<file path="config.mk">
export PLATFORM = sky130hd
export DESIGN_NAME = fbfl_ctrl
export DESIGN_NICKNAME = d
export VERILOG_FILES = /design/src/hdl/assert_macros.svh /design/src/hdl/fbfl_pkg.sv /design/src/hdl/fbfl_ctrl.sv
export SDC_FILE = /design/constraint.sdc
export NUM_CORES = 1
export LEC_CHECK = 0
export CORE_MARGIN = 5
export CORE_UTILIZATION = 35
export DETAILED_ROUTE_END_ITERATION = 12
export DONT_BUFFER_PORTS = 1
export PLACE_DENSITY = 0.53
export SLEW_MARGIN = 20
export SYNTH_ARGS = -nofsm -noshare
export SYNTH_HDL_FRONTEND = slang
export SYNTH_SLANG_ARGS = --single-unit
export TNS_END_PERCENT = 50
</file>
<file path="constraint.sdc">
create_clock -name clk -period 3.26 [get_ports clk]
set_input_delay 0.163 -clock clk [delete_from_list [all_inputs] [get_ports clk]]
set_output_delay 0.163 -clock clk [all_outputs]
set_load 0.02 [all_outputs]
</file>
<file path="src/hdl/assert_macros.svh">
// Assertion macros shared by the allocator RTL
`ifndef ASSERT_MACROS_SVH
`define ASSERT_MACROS_SVH

// Same-cycle implication, reset disabled
`define FBFL_ASSERT_IMP(lbl, clk, rst_n, ante, cons, msg) \
    lbl: assert property (@(posedge clk) disable iff (!rst_n) (ante) |-> (cons)) \
        else $error(msg);

// Next-cycle implication, reset disabled
`define FBFL_ASSERT_NXT(lbl, clk, rst_n, ante, cons, msg) \
    lbl: assert property (@(posedge clk) disable iff (!rst_n) (ante) |=> (cons)) \
        else $error(msg);

`endif

</file>
<file path="src/hdl/fbfl_pkg.sv">
// Shared constants, codes and control types of the free-list allocator
package fbfl_pkg;

    localparam int POOL_DEPTH = 1024;
    localparam int ADDR_W     = $clog2(POOL_DEPTH);
    localparam int LINK_W     = ADDR_W + 1;
    localparam int GRANT_CAP  = 1024;
    localparam int POOL_CAP   = (POOL_DEPTH < GRANT_CAP) ? POOL_DEPTH : GRANT_CAP;

    localparam int CFG_W   = 11;
    localparam int OP_W    = 2;
    localparam int IDX_W   = 10;
    localparam int COUNT_W = 11;

    localparam logic [LINK_W-1:0]  LINK_NULL = LINK_W'(POOL_DEPTH);
    localparam logic [COUNT_W-1:0] COUNT_MAX = {COUNT_W{1'b1}};
    localparam logic [CFG_W-1:0]   POOL_BLOCKS_RESET = CFG_W'(1024);

    localparam logic [OP_W-1:0] OP_ALLOC = 2'd0;
    localparam logic [OP_W-1:0] OP_FREE  = 2'd1;
    localparam logic [OP_W-1:0] OP_INIT  = 2'd2;

    localparam int PADDR_W = 3;
    localparam logic REG_POOL_BLOCKS = 1'b0;

    typedef enum logic [1:0] {
        ADDR_HEAD,
        ADDR_IDX,
        ADDR_WALK
    } addr_sel_t;

    typedef enum logic [1:0] {
        WD_RDATA,
        WD_NULL,
        WD_IDX,
        WD_WALK
    } wdata_sel_t;

    typedef enum logic [1:0] {
        HEAD_HOLD,
        HEAD_RDATA,
        HEAD_IDX,
        HEAD_ZERO
    } head_sel_t;

    typedef struct packed {
        logic       capture;
        logic       ram_we;
        addr_sel_t  addr_sel;
        wdata_sel_t wdata_sel;
        head_sel_t  head_sel;
        logic       cnt_inc;
        logic       cnt_dec;
        logic       set_ready;
        logic       walk_inc;
        logic       finish;
        logic       ok;
        logic       grant;
    } dp_cmd_t;

    typedef struct packed {
        logic [OP_W-1:0] op;
        logic            pool_ready;
        logic            head_valid;
        logic            head_null;
        logic            idx_valid;
        logic            walk_last;
        logic            pend_full;
        logic            slot_free;
    } dp_stat_t;

endpackage

</file>
<file path="src/hdl/fbfl_ctrl.sv">
// Controller state machine of the free-list allocator
module fbfl_ctrl (
    input  logic              clk,
    input  logic              rst_n,
    input  logic              in_valid,
    output logic              in_ready,
    input  fbfl_pkg::dp_stat_t stat,
    output fbfl_pkg::dp_cmd_t  cmd
);

    localparam logic [1:0] S_IDLE  = 2'd0;
    localparam logic [1:0] S_EXEC  = 2'd1;
    localparam logic [1:0] S_FREE2 = 2'd2;
    localparam logic [1:0] S_INIT  = 2'd3;

    logic [1:0] state_reg;
    logic [1:0] state_next;

    assign in_ready = (state_reg == S_IDLE) && (!stat.pend_full || stat.slot_free);

    always_comb
    begin
        cmd        = '0;
        cmd.addr_sel  = fbfl_pkg::ADDR_HEAD;
        cmd.wdata_sel = fbfl_pkg::WD_RDATA;
        cmd.head_sel  = fbfl_pkg::HEAD_HOLD;
        state_next = state_reg;
        unique case (state_reg)
            S_IDLE:
            begin
                // keep the head link on the read port so it is ready next cycle
                cmd.capture = in_valid && in_ready;
                if (cmd.capture)
                begin
                    state_next = S_EXEC;
                end
            end
            S_EXEC:
            begin
                state_next = S_IDLE;
                unique case (stat.op)
                    fbfl_pkg::OP_ALLOC:
                    begin
                        cmd.finish = 1'b1;
                        if (stat.pool_ready && stat.head_valid)
                        begin
                            cmd.head_sel = fbfl_pkg::HEAD_RDATA;
                            cmd.cnt_inc  = 1'b1;
                            cmd.ok       = 1'b1;
                            cmd.grant    = 1'b1;
                        end
                    end
                    fbfl_pkg::OP_FREE:
                    begin
                        if (stat.pool_ready && stat.idx_valid)
                        begin
                            cmd.ram_we   = 1'b1;
                            cmd.addr_sel = fbfl_pkg::ADDR_IDX;
                            if (stat.head_null)
                            begin
                                cmd.wdata_sel = fbfl_pkg::WD_NULL;
                                cmd.head_sel  = fbfl_pkg::HEAD_IDX;
                                cmd.cnt_dec   = 1'b1;
                                cmd.finish    = 1'b1;
                                cmd.ok        = 1'b1;
                            end
                            else
                            begin
                                // inherit the old successor of the head
                                cmd.wdata_sel = fbfl_pkg::WD_RDATA;
                                state_next    = S_FREE2;
                            end
                        end
                        else
                        begin
                            cmd.finish = 1'b1;
                        end
                    end
                    fbfl_pkg::OP_INIT:
                    begin
                        if (stat.pool_ready)
                        begin
                            cmd.finish = 1'b1;
                            cmd.ok     = 1'b1;
                        end
                        else
                        begin
                            state_next = S_INIT;
                        end
                    end
                    default:
                    begin
                        cmd.finish = 1'b1;
                    end
                endcase
            end
            S_FREE2:
            begin
                cmd.ram_we    = 1'b1;
                cmd.addr_sel  = fbfl_pkg::ADDR_HEAD;
                cmd.wdata_sel = fbfl_pkg::WD_IDX;
                cmd.cnt_dec   = 1'b1;
                cmd.finish    = 1'b1;
                cmd.ok        = 1'b1;
                state_next    = S_IDLE;
            end
            S_INIT:
            begin
                cmd.ram_we    = 1'b1;
                cmd.addr_sel  = fbfl_pkg::ADDR_WALK;
                cmd.wdata_sel = fbfl_pkg::WD_WALK;
                cmd.walk_inc  = 1'b1;
                if (stat.walk_last)
                begin
                    cmd.head_sel  = fbfl_pkg::HEAD_ZERO;
                    cmd.set_ready = 1'b1;
                    cmd.finish    = 1'b1;
                    cmd.ok        = 1'b1;
                    state_next    = S_IDLE;
                end
            end
            default:
            begin
                state_next = S_IDLE;
            end
        endcase
    end

    always_ff @(posedge clk or negedge rst_n)
    begin
        if (!rst_n)
        begin
            state_reg <= S_IDLE;
        end
        else
        begin
            state_reg <= state_next;
        end
    end

endmodule

</file>
==> flow_summary.json <==
{
  "outcome": "finished, final reports clean",
  "cts_tree": "built",
  "gp_routability_congestion": 0.6759,
  "postSynthNetCount": 79,
  "grtUsageMet2_pct": 17.31,
  "grt_util_all_layers_pct": 11.12,
  "clock_latency_ps": 220,
  "yosysTopAreaCell": "ha_1",
  "die_h_um": 46.57,
  "grt_pass1_vias": 432,
  "synth_cell_types": 26,
  "crit_type": "register to output port",
  "grt_max_degree": 8,
  "worstMarginPinSlew_ps": 717.1,
  "internal_power_uw": 142.2,
  "synth_cells": 57,
  "fin_skew_ps": 1.089,
  "pwr-share-comb_pct": 64.3,
  "finalWorstSetupSlack_ps": 1237,
  "synthTopCellsByCount": "ha_1 (10), inv_1 (7), a21oi_1 (5), nand2_1 (5), nor2_1 (4)",
  "placed_area_um2": 479.2,
  "grt_use_met1_pct": 13.27,
  "wl_mm": 1.119,
  "final_area_um2": 511.7,
  "syn_area_per_cell_um2": 8.210,
  "viasPerCell": 5.520,
  "synth_area_leaders": "ha_1 (27%), dfrtp_1 (11%), mux2_4 (6.4%)",
  "slew_headroom_pct": 52.02,
  "rows": 13,
  "fmax_ghz": 0.4943,
  "ys_warn_count": 0,
  "grt_overflow": 0,
  "dp_hpwl_um": 965.5,
  "finalCritPeriodShare_pct": 62.06,
  "synth_edf_count": 0,
  "fin_setup_tns_ps": 0,
  "fin_crit_ps": 2023,
  "largest_reg_flops": 2,
  "drv_slew": 0,
  "cp-start-kind": "register",
  "antenna_found_initial": 0,
  "grt_setup_unrepaired": "false",
  "crit_fanout": 5,
  "r2r-end": "state_reg[0]$_DFFE_PN0P_",
  "cts_buffers": 3,
  "yosysMostFrequentCell": "ha_1",
  "p_clk_share_pct": 19.7,
  "p_per_area_nw_per_um2": 536.7,
  "port_buffers": 0,
  "arrival_ps": 1860,
  "min_path_type": "primary input to async pin",
  "drive_above_1_share_pct": 15.00,
  "fin_nets": 84,
  "wl_per_cell_um": 14.92,
  "pwr-share-seq_pct": 16.0,
  "rr_worst_depth": 4,
  "power.switching_uw": 132.5,
  "finalSetupViolCount": 0,
  "drtIter0Drc": 7,
  "hold_viol": 0,
  "ys_ff_latch": 2,
  "cts_buffer_depth": 2,
  "start_util_pct": 36.42,
  "reg2reg_from": "state_reg[0]$_DFFE_PN0P_",
  "firstDrtPassIters": 4,
  "reg2reg_slack_ps": 1630,
  "antennaDiodeCount": 0,
  "via_count": 414,
  "use_met3_pct": 4.297,
  "yosys_most_used_dff": "dfrtp_1",
  "worst_setup_path_end_kind": "output port",
  "syn_to_final_growth_pct": 9.358,
  "grt_first_pass_wirelength_mm": 1.766,
  "ys_seq_area_share_pct": 10.70,
  "coreArea_um2": 1285,
  "fin_cells": 75,
  "io_pins": 28,
  "die_w_um": 46.57,
  "cts.reportedPaths.clkPinSlew_ps": 30,
  "dp_slack_ps": 1457,
  "busiest_layer": "met2",
  "die_area_um2": 2168,
  "async_flop_share_pct": 100.0,
  "required_ps": 3100,
  "ir_drop_v": 0.0002570,
  "place_inst": 71,
  "h-tree-depth": 1,
  "maxCapViolCount": 0,
  "synth_top_cell_area_share_pct": 26.74,
  "cts.sinks": 2,
  "ant_nets": 0,
  "leakage_nw": 0.2404,
  "synth_area_um2": 467.9,
  "cts-root-buf": "clkbuf_4",
  "drc": 0,
  "swShare_pct": 48.24
}
[stage by stage]
| stage | utilization [%] | power [mW] | hold WS [ps] |
|---|---|---|---|
| 4_1_cts | 39.82 | 0.2800 | 173.5 |
| 3_3_place_gp | 37.29 | 0.2200 | -132.5 |
| 2_1_floorplan | - | 0.1943 | -132.6 |
| 6_report | 39.82 | 0.2746 | 176.8 |
| 3_5_place_dp | 37.29 | 0.2205 | -132.5 |
| 5_1_grt | 39.82 | 0.3020 | 185.9 |
[power groups by stage]
| stage | clock network [mW] | logic (mW) | registers, mW |
|---|---|---|---|
| finish | 0.0542 | 0.177 | 0.0440 |
| global route | 0.0607 | 0.196 | 0.0458 |
| global placement | 0 | 0.176 | 0.0443 |
| CTS | 0.0571 | 0.179 | 0.0438 |
| detailed placement | 0 | 0.177 | 0.0439 |
| floorplan | 0 | 0.153 | 0.0409 |
[area by class of cell]
cell class	count	area [um^2]
tap	15	18.77
multi-input combinational	46	380.4
sequential	2	50.05
fill	139	773.2
clock buffer	3	22.52
timing repair buffer	1	10.01
inverter	8	30.03
[cells in the final DEF, fill, tap and decap left out, types with 2 or more instances in the layout]
cell,n
ha_1,10
inv_1,7
nand2_1,5
a21oi_1,5
nor2_1,4
clkbuf_4,3
or2b_1,2
nand2b_1,2
nand4b_1,2
mux2_4,2
dfrtp_1,2
[cells by family after synthesis]
kind of cell	count (synthesis)	synth area share, %
buffers and inverters	9	8.022
and+or+nand+nor	22	26.74
AOI/OAI and AO/OA	12	21.39
DFF	2	10.70
adders and majority gates	10	26.74
muxes	2	6.417
[critical path, stage by stage (launching register included)]
cell	delay, ps
dfrtp_1	420
inv_1	120
ha_1	220
and4_2	360
nand2_1	110
a21oi_1	420
[routing by layer]
metal,up-vias,routed length [um],share of wire (%)
met4,0,0,0
met2,16,483,43
li1,205,-,-
met1,193,495,44
met3,0,140,13
met5,-,0,0
[worst max-delay path by stage]
stage	from	slack [ps]	endpoint	cells after the start
after floorplan	state_reg[1]$_DFFE_PN0P_	1610	cmd[9]	5
after global placement	state_reg[1]$_DFFE_PN0P_	1500	cmd[9]	5
after detailed placement	state_reg[1]$_DFFE_PN0P_	1460	cmd[9]	5
after CTS	state_reg[1]$_DFFE_PN0P_	1220	cmd[9]	5
after global routing	state_reg[1]$_DFFE_PN0P_	1070	cmd[9]	5
final	state_reg[1]$_DFFE_PN0P_	1240	cmd[9]	5
[repair_timing]
action	CTS	global route
endpoints found under the hold margin	2	0
gates resized for setup	0	0
hold buffers	1	0
buffers inserted	0	0
No activity file was read; power rests on OpenSTA's default activity.
